`config.mk`:
```
export PLATFORM = sky130hd
export DESIGN_NAME = kway_merge_min_heap_unit
export DESIGN_NICKNAME = d
export VERILOG_FILES = /design/src/rtl/kwmh_pkg.sv /design/src/rtl/kway_merge_min_heap_unit.sv
export VERILOG_INCLUDE_DIRS = /design/src /design/src/rtl
export SDC_FILE = /design/constraint.sdc
export NUM_CORES = 1
export LEC_CHECK = 0
export BUFFER_PORTS_ARGS = -buffer_cell sky130_fd_sc_hd__buf_2
export CAP_MARGIN = 20
export CELL_PAD_IN_SITES_DETAIL_PLACEMENT = 0
export CELL_PAD_IN_SITES_GLOBAL_PLACEMENT = 1
export CORE_MARGIN = 2
export CORE_UTILIZATION = 44
export CTS_BUF_LIST = sky130_fd_sc_hd__clkbuf_16
export DETAILED_ROUTE_END_ITERATION = 12
export HOLD_SLACK_MARGIN = 0.02
export PLACE_DENSITY = 0.79
export SLEW_MARGIN = 25
export SYNTH_ARGS = -nofsm -noshare
export SYNTH_HDL_FRONTEND = slang
export SYNTH_SLANG_ARGS = --single-unit
export TNS_END_PERCENT = 50
```
`constraint.sdc`:
```
create_clock -name aclk -period 6.1 [get_ports aclk]
set_input_delay 0.61 -clock aclk [delete_from_list [all_inputs] [get_ports aclk]]
set_output_delay 0.61 -clock aclk [all_outputs]
set_load 0.02 [all_outputs]
```
`src/rtl/kway_merge_min_heap_unit_macros.svh`:
```
// ============================================================================
// kway_merge_min_heap_unit_macros.svh
// Assertion shorthands for the k-way merge heap unit.
// ============================================================================
`ifndef KWAY_MERGE_MIN_HEAP_UNIT_MACROS_SVH
`define KWAY_MERGE_MIN_HEAP_UNIT_MACROS_SVH

// same-cycle implication
`define KWMH_ASSERT_IMP(label, clk, rstn, ante, cons, msg) \
    label: assert property (@(posedge clk) disable iff (!(rstn)) (ante) |-> (cons)) \
        else $error(msg);

// next-cycle implication
`define KWMH_ASSERT_NXT(label, clk, rstn, ante, cons, msg) \
    label: assert property (@(posedge clk) disable iff (!(rstn)) (ante) |=> (cons)) \
        else $error(msg);

`endif

```
`src/rtl/kwmh_pkg.sv`:
```
// ============================================================================
// kwmh_pkg
// Word types, command codes and controller states of the merge heap unit.
// ============================================================================
`timescale 1ns / 1ps
`default_nettype none

package kwmh_pkg;

    localparam int LIST_W = 4;
    localparam int DATA_W = 32;
    localparam int CFG_W  = 5;

    localparam logic CMD_LOAD = 1'b0;
    localparam logic CMD_POP  = 1'b1;

    typedef struct packed {
        logic                     cmd;
        logic [LIST_W-1:0]        list_id;
        logic signed [DATA_W-1:0] value;
        logic                     exhausted;
    } in_word_t;

    typedef struct packed {
        logic signed [DATA_W-1:0] popped_value;
        logic [LIST_W-1:0]        popped_list;
        logic                     popped_valid;
        logic [LIST_W-1:0]        next_list;
        logic                     next_valid;
    } out_word_t;

    typedef enum logic [2:0] {
        ST_IDLE,
        ST_POP_CHK,
        ST_BLD_RD,
        ST_BLD_LD,
        ST_SIFT,
        ST_FIN_RD,
        ST_FIN
    } state_t;

endpackage

`default_nettype wire

```
`src/rtl/kway_merge_min_heap_unit.sv`:
```
// K-way merge unit built on a binary min-heap held in a two-read, one-write
// synchronous RAM. Load words write one list head each; loading the last slot
// (num_lists-1) heapifies bottom-up and returns the list owning the root. Pop
// words return the root and replace it with the supplied next element of that
// list, then sift it down; a pop on an exhausted root pops nothing and leaves
// the heap as it is. A load of any other slot gives no result. A build sifts
// down each of the num_lists/2 interior slots. An element sinks at most 4
// levels for 16 lists; per level the sift does one RAM read of both children
// and one write-back. Results sit in an output register, so the next word is
// taken while one waits.
// ============================================================================
// kway_merge_min_heap_unit
// Min-heap k-way merge engine with a RAM-based sift-down controller.
// ============================================================================
`timescale 1ns / 1ps
`default_nettype none
`include "kway_merge_min_heap_unit_macros.svh"

module kway_merge_min_heap_unit #(
    parameter int MAX_LISTS   = 16,
    parameter int VALUE_WIDTH = 32
) (
    input  wire logic                         aclk,
    input  wire logic                         aresetn,
    input  wire logic                         s_valid,
    output logic                              s_ready,
    input  wire kwmh_pkg::in_word_t           s_data,
    output logic                              m_valid,
    input  wire logic                         m_ready,
    output kwmh_pkg::out_word_t               m_data,
    input  wire logic                         cfg_valid,
    output logic                              cfg_ready,
    input  wire logic [kwmh_pkg::CFG_W-1:0]   cfg_wdata
);

    localparam int IDX_W  = $clog2(MAX_LISTS);
    localparam int SZ_RAW = $clog2(MAX_LISTS + 1);
    localparam int SZ_W   = (SZ_RAW > kwmh_pkg::CFG_W) ? SZ_RAW : kwmh_pkg::CFG_W;
    localparam int CMP_W  = (IDX_W + 2 > SZ_W) ? IDX_W + 2 : SZ_W;

    typedef struct packed {
        logic                        exh;
        logic [kwmh_pkg::LIST_W-1:0] lst;
        logic [VALUE_WIDTH-1:0]      val;
    } entry_t;

    function automatic logic less(input entry_t a, input entry_t b);
        less = !a.exh && (b.exh || ($signed(a.val) < $signed(b.val)));
    endfunction

    // heap RAM
    entry_t             mem [MAX_LISTS];
    entry_t             rd_a_reg;
    entry_t             rd_b_reg;
    logic               mem_we;
    logic [IDX_W-1:0]   mem_wa;
    entry_t             mem_wd;
    logic [IDX_W-1:0]   mem_ra;
    logic [IDX_W-1:0]   mem_rb;

    always_ff @(posedge aclk) begin
        if (mem_we) begin
            mem[mem_wa] <= mem_wd;
        end
        rd_a_reg <= mem[mem_ra];
        rd_b_reg <= mem[mem_rb];
    end

    kwmh_pkg::state_t            state_reg, state_next;
    logic [IDX_W-1:0]            k_reg, k_next;
    logic [IDX_W-1:0]            cur_reg, cur_next;
    entry_t                      elem_reg, elem_next;
    logic                        bld_reg, bld_next;
    logic [VALUE_WIDTH-1:0]      pv_reg, pv_next;
    logic [kwmh_pkg::LIST_W-1:0] pl_reg, pl_next;
    logic                        pvalid_reg, pvalid_next;
    logic [kwmh_pkg::CFG_W-1:0]  num_lists_reg;
    logic                        m_valid_reg, m_valid_next;
    kwmh_pkg::out_word_t         m_data_reg, m_data_next;

    logic [SZ_W-1:0]      size_w;
    logic [SZ_W-1:0]      size_half;
    logic [CMP_W-1:0]     size_c;
    logic [CMP_W-1:0]     left_c;
    logic [CMP_W-1:0]     right_c;
    logic                 left_ok;
    logic                 right_ok;
    logic                 take_l;
    logic                 take_r;
    logic [IDX_W-1:0]     best_idx;
    logic [IDX_W-1:0]     ch_node;
    logic [IDX_W:0]       ch_base;
    logic [IDX_W:0]       ch_rgt;
    logic [63:0]          in_ext;
    logic [63:0]          out_ext;
    logic [VALUE_WIDTH-1:0] in_val;
    logic                 out_free;
    logic                 id_ok;

    assign cfg_ready = 1'b1;
    assign m_valid   = m_valid_reg;
    assign m_data    = m_data_reg;

    always_comb begin
        if (num_lists_reg == '0) begin
            size_w = SZ_W'(1);
        end else if (SZ_W'(num_lists_reg) > SZ_W'(MAX_LISTS)) begin
            size_w = SZ_W'(MAX_LISTS);
        end else begin
            size_w = SZ_W'(num_lists_reg);
        end
    end

    assign size_half = size_w >> 1;
    assign size_c    = CMP_W'(size_w);
    assign left_c    = CMP_W'({cur_reg, 1'b1});
    assign right_c   = left_c + CMP_W'(1);
    assign left_ok   = left_c < size_c;
    assign right_ok  = right_c < size_c;

    always_comb begin
        if (left_ok && less(rd_a_reg, elem_reg)) begin
            take_r = right_ok && less(rd_b_reg, rd_a_reg);
            take_l = !take_r;
        end else begin
            take_r = right_ok && less(rd_b_reg, elem_reg);
            take_l = 1'b0;
        end
    end

    assign best_idx = take_r ? right_c[IDX_W-1:0] : left_c[IDX_W-1:0];

    always_comb begin
        case (state_reg)
            kwmh_pkg::ST_SIFT:   ch_node = best_idx;
            kwmh_pkg::ST_BLD_LD: ch_node = k_reg;
            default:             ch_node = '0;
        endcase
    end

    assign ch_base = {ch_node, 1'b1};
    assign ch_rgt  = ch_base + (IDX_W + 1)'(1);

    assign in_ext  = {32'h0, s_data.value};
    assign in_val  = in_ext[VALUE_WIDTH-1:0];
    assign out_ext = 64'(pv_reg);
    assign out_free = !m_valid_reg || m_ready;
    assign id_ok   = SZ_W'(s_data.list_id) < SZ_W'(MAX_LISTS);

    always_ff @(posedge aclk) begin
        if (!aresetn) begin
            state_reg     <= kwmh_pkg::ST_IDLE;
            m_valid_reg   <= 1'b0;
            num_lists_reg <= kwmh_pkg::CFG_W'(1);
        end else begin
            state_reg   <= state_next;
            m_valid_reg <= m_valid_next;
            if (cfg_valid && cfg_ready) begin
                num_lists_reg <= cfg_wdata;
            end
        end
    end

    always_ff @(posedge aclk) begin
        k_reg      <= k_next;
        cur_reg    <= cur_next;
        elem_reg   <= elem_next;
        bld_reg    <= bld_next;
        pv_reg     <= pv_next;
        pl_reg     <= pl_next;
        pvalid_reg <= pvalid_next;
        m_data_reg <= m_data_next;
    end

    always_comb begin
        state_next   = state_reg;
        k_next       = k_reg;
        cur_next     = cur_reg;
        elem_next    = elem_reg;
        bld_next     = bld_reg;
        pv_next      = pv_reg;
        pl_next      = pl_reg;
        pvalid_next  = pvalid_reg;
        m_valid_next = m_valid_reg && !m_ready;
        m_data_next  = m_data_reg;
        mem_we       = 1'b0;
        mem_wa       = cur_reg;
        mem_wd       = elem_reg;
        mem_ra       = '0;
        mem_rb       = '0;
        s_ready      = 1'b0;

        case (state_reg)
            kwmh_pkg::ST_IDLE: begin
                s_ready = 1'b1;
                if (s_valid) begin
                    if (s_data.cmd == kwmh_pkg::CMD_POP) begin
                        elem_next.val = in_val;
                        elem_next.exh = s_data.exhausted;
                        state_next    = kwmh_pkg::ST_POP_CHK;
                    end else if (id_ok) begin
                        mem_we     = 1'b1;
                        mem_wa     = IDX_W'(s_data.list_id);
                        mem_wd.exh = s_data.exhausted;
                        mem_wd.lst = s_data.list_id;
                        mem_wd.val = in_val;
                        if (SZ_W'(s_data.list_id) == size_w - SZ_W'(1)) begin
                            pv_next     = '0;
                            pl_next     = '0;
                            pvalid_next = 1'b0;
                            bld_next    = 1'b1;
                            if (size_half != '0) begin
                                k_next     = IDX_W'(size_half - SZ_W'(1));
                                state_next = kwmh_pkg::ST_BLD_RD;
                            end else begin
                                state_next = kwmh_pkg::ST_FIN_RD;
                            end
                        end
                    end
                end
            end
            kwmh_pkg::ST_POP_CHK: begin
                if (rd_a_reg.exh) begin
                    pv_next     = '0;
                    pl_next     = '0;
                    pvalid_next = 1'b0;
                    state_next  = kwmh_pkg::ST_FIN;
                end else begin
                    pv_next       = rd_a_reg.val;
                    pl_next       = rd_a_reg.lst;
                    pvalid_next   = 1'b1;
                    elem_next.lst = rd_a_reg.lst;
                    cur_next      = '0;
                    bld_next      = 1'b0;
                    mem_ra        = ch_base[IDX_W-1:0];
                    mem_rb        = ch_rgt[IDX_W-1:0];
                    state_next    = kwmh_pkg::ST_SIFT;
                end
            end
            kwmh_pkg::ST_BLD_RD: begin
                mem_ra     = k_reg;
                state_next = kwmh_pkg::ST_BLD_LD;
            end
            kwmh_pkg::ST_BLD_LD: begin
                elem_next  = rd_a_reg;
                cur_next   = k_reg;
                mem_ra     = ch_base[IDX_W-1:0];
                mem_rb     = ch_rgt[IDX_W-1:0];
                state_next = kwmh_pkg::ST_SIFT;
            end
            kwmh_pkg::ST_SIFT: begin
                mem_we = 1'b1;
                mem_wa = cur_reg;
                if (take_l || take_r) begin
                    mem_wd   = take_r ? rd_b_reg : rd_a_reg;
                    cur_next = best_idx;
                    mem_ra   = ch_base[IDX_W-1:0];
                    mem_rb   = ch_rgt[IDX_W-1:0];
                end else begin
                    mem_wd = elem_reg;
                    if (bld_reg && (k_reg != '0)) begin
                        k_next     = k_reg - IDX_W'(1);
                        state_next = kwmh_pkg::ST_BLD_RD;
                    end else begin
                        state_next = kwmh_pkg::ST_FIN_RD;
                    end
                end
            end
            kwmh_pkg::ST_FIN_RD: begin
                state_next = kwmh_pkg::ST_FIN;
            end
            kwmh_pkg::ST_FIN: begin
                if (out_free) begin
                    m_valid_next             = 1'b1;
                    m_data_next.popped_value = out_ext[kwmh_pkg::DATA_W-1:0];
                    m_data_next.popped_list  = pl_reg;
                    m_data_next.popped_valid = pvalid_reg;
                    m_data_next.next_list    = rd_a_reg.lst;
                    m_data_next.next_valid   = !rd_a_reg.exh;
                    state_next               = kwmh_pkg::ST_IDLE;
                end
            end
            default: begin
                state_next = kwmh_pkg::ST_IDLE;
            end
        endcase
    end

    `KWMH_ASSERT_IMP(a_sift_in_heap, aclk, aresetn, state_reg == kwmh_pkg::ST_SIFT, SZ_W'(cur_reg) < size_w, "sift node outside heap")
    `KWMH_ASSERT_IMP(a_write_in_ram, aclk, aresetn, mem_we, SZ_W'(mem_wa) < SZ_W'(MAX_LISTS), "heap write out of range")
    `KWMH_ASSERT_NXT(a_fin_delivers, aclk, aresetn, (state_reg == kwmh_pkg::ST_FIN) && out_free, m_valid_reg && (state_reg == kwmh_pkg::ST_IDLE), "result not loaded")

endmodule

`default_nettype wire

```
==> impl_metrics.env <==
export IMPL_rsz0062_at_grt="false"
export IMPL_place_congestion=0.897
export IMPL_antenna_found_initial=1
export IMPL_post_route_period_util_pct=89.1
export IMPL_internal_power_w=0.0119
export IMPL_synthAdderAreaFrac_pct=3.70
export IMPL_synth_compound_area_share_pct=10.4
export IMPL_worst_hold_slack_ns=0.199
export IMPL_routed_wl_mm=106
export IMPL_synth_top_family_by_area="simple AND/OR/NAND/NOR gates"
export IMPL_grt_usage_pct=25.3
export IMPL_start_util_pct=44.2
export IMPL_multi_input_area_sq_mm=0.0115
export IMPL_worstPathMaxFanout=72
export IMPL_synth_fp_nets=3083
export IMPL_largest_reg_flops=592
export IMPL_area_growth_syn_to_layout_pct=14.0
export IMPL_async_flop_share_pct=0
export IMPL_num_vias=25400
export IMPL_syn_area_sq_mm=0.0355
export IMPL_min_path_type="input pin to flip-flop"
export IMPL_clk_pin_slew_ns=0.06
export IMPL_setup_slack_ns=0.662
export IMPL_synth_xor_area_share_pct=0.247
export IMPL_critical_path_class="flip-flop to flip-flop"
export IMPL_die_x_um=288
export IMPL_crit_path_end_kind="flip-flop"
export IMPL_clk_latency_ns=0.64
export IMPL_overflow=0
export IMPL_power_leakage_nw=14.2
export IMPL_synth_edff_count=717
export IMPL_drc=0
export IMPL_tightest_slew_ns=1.08
export IMPL_ys_seq_area_share_pct=65.3
export IMPL_yosys_area_share_simple_pct=13.7
export IMPL_power_frac_seq_pct=41.9
export IMPL_totalNegativeSetupSlack_ns=0
export IMPL_grt_pass1_wl_mm=156
export IMPL_start_kind="flip-flop"
export IMPL_vdd_ir_drop_max_mv=0.260
export IMPL_hold_buffers=0
export IMPL_critPathRequiredTime_ns=6.64
export IMPL_avgSynthCellArea_sq_um=12.1
export IMPL_crit_arrival_ns=5.98
export IMPL_post_drt_wl_per_cell_um=25.5
export IMPL_syn_instance_count=2930
export IMPL_power_density_mw_per_mm2=454
export IMPL_switching_share_pct=35.2
export IMPL_fmax_mhz=184
export IMPL_utilization_pct=50.4
export IMPL_synthFlopType="edfxtp_1"
export IMPL_postRouteAntennaNets=0
export IMPL_drive_gt1_share_pct=13.3
export IMPL_synth_mux_area_share_pct=3.46
export IMPL_vias_per_cell=6.11
export IMPL_num_nets_final=3176
export IMPL_slew_viol_final=0
export IMPL_hold_violations=0
export IMPL_pre_cts_ws_ns=0.754
export IMPL_slew_headroom_pct=27.4
export IMPL_cts_resized=0
export IMPL_core_area_sq_mm=0.0803
export IMPL_synth_warnings=0
export IMPL_clkPwrFrac_pct=27.7
export IMPL_antennaDiodeCount=0
export IMPL_grt_max_degree=93
export IMPL_cts_tree="yes"
export IMPL_min_period_ns=5.44
export IMPL_cts_max_level=3
export IMPL_io_buffers=91
export IMPL_fill_cells=6848
export IMPL_ys_ff_latch=800
export IMPL_seq_area_sq_mm=0.0232
export IMPL_ys_types=65
export IMPL_firstDrtPassIters=8
export IMPL_ctsLongestPathBuffers=3
export IMPL_die_area_sq_mm=0.0830
export IMPL_grt_pass1_vias=24600
export IMPL_setup_viol=0
export IMPL_drv_cap=0
export IMPL_post_cts_buffers=0
export IMPL_status="complete, no violations"
export IMPL_skew_ns=0.0237
export IMPL_power_switching_w=0.00647
export IMPL_dp_hpwl_mm=64.1
export IMPL_fp_dieH_um=288
export IMPL_cts_root_buf="clkbuf_16"
export IMPL_first_iter_violations=2987
export IMPL_clkSinkCount=800
export IMPL_comb_power_share_pct=30.4
export IMPL_cts_buffers=79
export IMPL_io_pins=93
export IMPL_rows=104
final timing paths:
check,slack (ns),cells after the start,to,from
worst min register to register,0.41,0,m_data[16]$_DFFE_PP_,pv_reg[6]$_SDFFCE_PN0P_
worst max-delay path,0.66,19,rd_b_reg[10]$_DFF_P_,rd_a_reg[31]$_DFF_P_
worst max register to register,0.66,19,rd_b_reg[10]$_DFF_P_,rd_a_reg[31]$_DFF_P_
worst min-delay path,0.20,2,num_lists_reg[0]$_SDFFE_PN1P_,aresetn
placed cells by master, fill, tap and decap left out, types with 35 or more instances in the layout:
master     synthesis  routed
a31oi_1           45      44
dfxtp_1           83      82
inv_1             77      90
a21oi_1           88      87
a2bb2oi_1         38      38
o21ai_0           55      54
ha_1             105     105
buf_2             35      97
nand3_1          204     203
nor3_1            87      86
nand2_1          584     582
nor2_1           121     100
a32oi_1           74      74
clkbuf_16          0      82
nor3_2            34      35
buf_4              8      81
o22ai_1           73      73
mux2i_1          120     120
o221ai_1          36      36
edfxtp_1         717     717
critical path, cell delays in order (launching register included):
cell and delay (ns):
dfxtp_1 0.52, inv_1 0.17, ha_1 0.36, nand4_1 0.23, nor4_1 0.52, buf_4 0.21
nand2_1 0.05, o2bb2ai_1 0.45, o2bb2ai_1 0.20, a211oi_2 0.10, mux2_4 0.41, xnor2_1 0.15
o21ai_0 0.28, ha_1 0.37, nand2_1 0.10, a21o_2 0.12, buf_12 0.40, o22ai_1 0.20
nor3_1 0.24, a2bb2oi_1 0.19
logic make-up after synthesis:
family                     after synthesis
buffers and inverters                  266
xor gates and xnor gates                10
DFF                                    800
AOI/OAI and AO/OA                      528
other                                    1
and+or+nand+nor                       1098
muxes                                  122
adders and majority gates              105
synthesized netlist by cell type (5+ instances only):
| library cell | n | share of area, % |
|---|---|---|
| nand4_1 | 17 | 0.30 |
| dfxtp_1 | 83 | 4.7 |
| nor3_1 | 87 | 1.2 |
| clkbuf_1 | 123 | 1.3 |
| a2bb2oi_1 | 38 | 0.94 |
| o21a_1 | 8 | 0.17 |
| nand2b_1 | 9 | 0.16 |
| nand3_1 | 204 | 2.9 |
| mux2i_1 | 120 | 3.4 |
| buf_2 | 35 | 0.49 |
| nor2b_1 | 14 | 0.25 |
| nor3_2 | 34 | 0.96 |
| buf_6 | 5 | 0.16 |
| xor2_1 | 5 | 0.12 |
| a21oi_1 | 88 | 1.2 |
| a32oi_1 | 74 | 1.8 |
| and2_1 | 5 | 0.088 |
| o21ai_0 | 55 | 0.77 |
| a22oi_1 | 32 | 0.68 |
| inv_1 | 77 | 0.81 |
| buf_4 | 8 | 0.17 |
| xnor2_1 | 5 | 0.12 |
| a21o_1 | 7 | 0.15 |
| edfxtp_1 | 717 | 61 |
| buf_1 | 16 | 0.17 |
| nand2_1 | 584 | 6.2 |
| nor4_1 | 5 | 0.088 |
| and3_1 | 5 | 0.088 |
| o211ai_1 | 34 | 0.72 |
| o221ai_1 | 36 | 0.89 |
| a31oi_1 | 45 | 0.79 |
| ha_1 | 105 | 3.7 |
| o22ai_1 | 73 | 1.3 |
| nor2_1 | 121 | 1.3 |
through the flow:
step,total power (W),area (sq um),std cells
floorplan,0.0111,35500,2930
global route,0.0192,40500,4149
global placement,0.0130,37600,3983
detailed placement,0.0132,37700,3995
finish,0.0184,40500,4149
CTS,0.0183,40400,4142
routing by layer:
| metal | track usage, % | up-vias | routed length [um] |
|---|---|---|---|
| li1 | - | 11200 | - |
| met1 | 35.0 | 12500 | 42600 |
| met2 | 40.5 | 1456 | 48600 |
| met3 | 3.92 | 215 | 11200 |
| met4 | 9.00 | 0 | 3300 |
| met5 | 0 | - | 0 |
power by group through the flow:
stage / registers (W) / clock network [W] / logic (W)
2_1_floorplan: 0.00753 / 0 / 0.00353
3_3_place_gp: 0.00778 / 0 / 0.00526
3_5_place_dp: 0.00779 / 0 / 0.00543
4_1_cts: 0.00768 / 0.00516 / 0.00545
5_1_grt: 0.00773 / 0.00537 / 0.00607
6_report: 0.00770 / 0.00510 / 0.00558
layout make-up:
| type | instances | area share [%] |
|---|---|---|
| Clock buffer | 82 | 5.07 |
| Clock inverter | 65 | 1.68 |
| Inverter | 78 | 0.723 |
| Multi-Input combinational cell | 1864 | 28.3 |
| Sequential cell | 800 | 57.3 |
| Tap cell | 1060 | 3.28 |
| Timing Repair Buffer | 200 | 3.67 |
No activity file was read; power rests on OpenSTA's default activity.
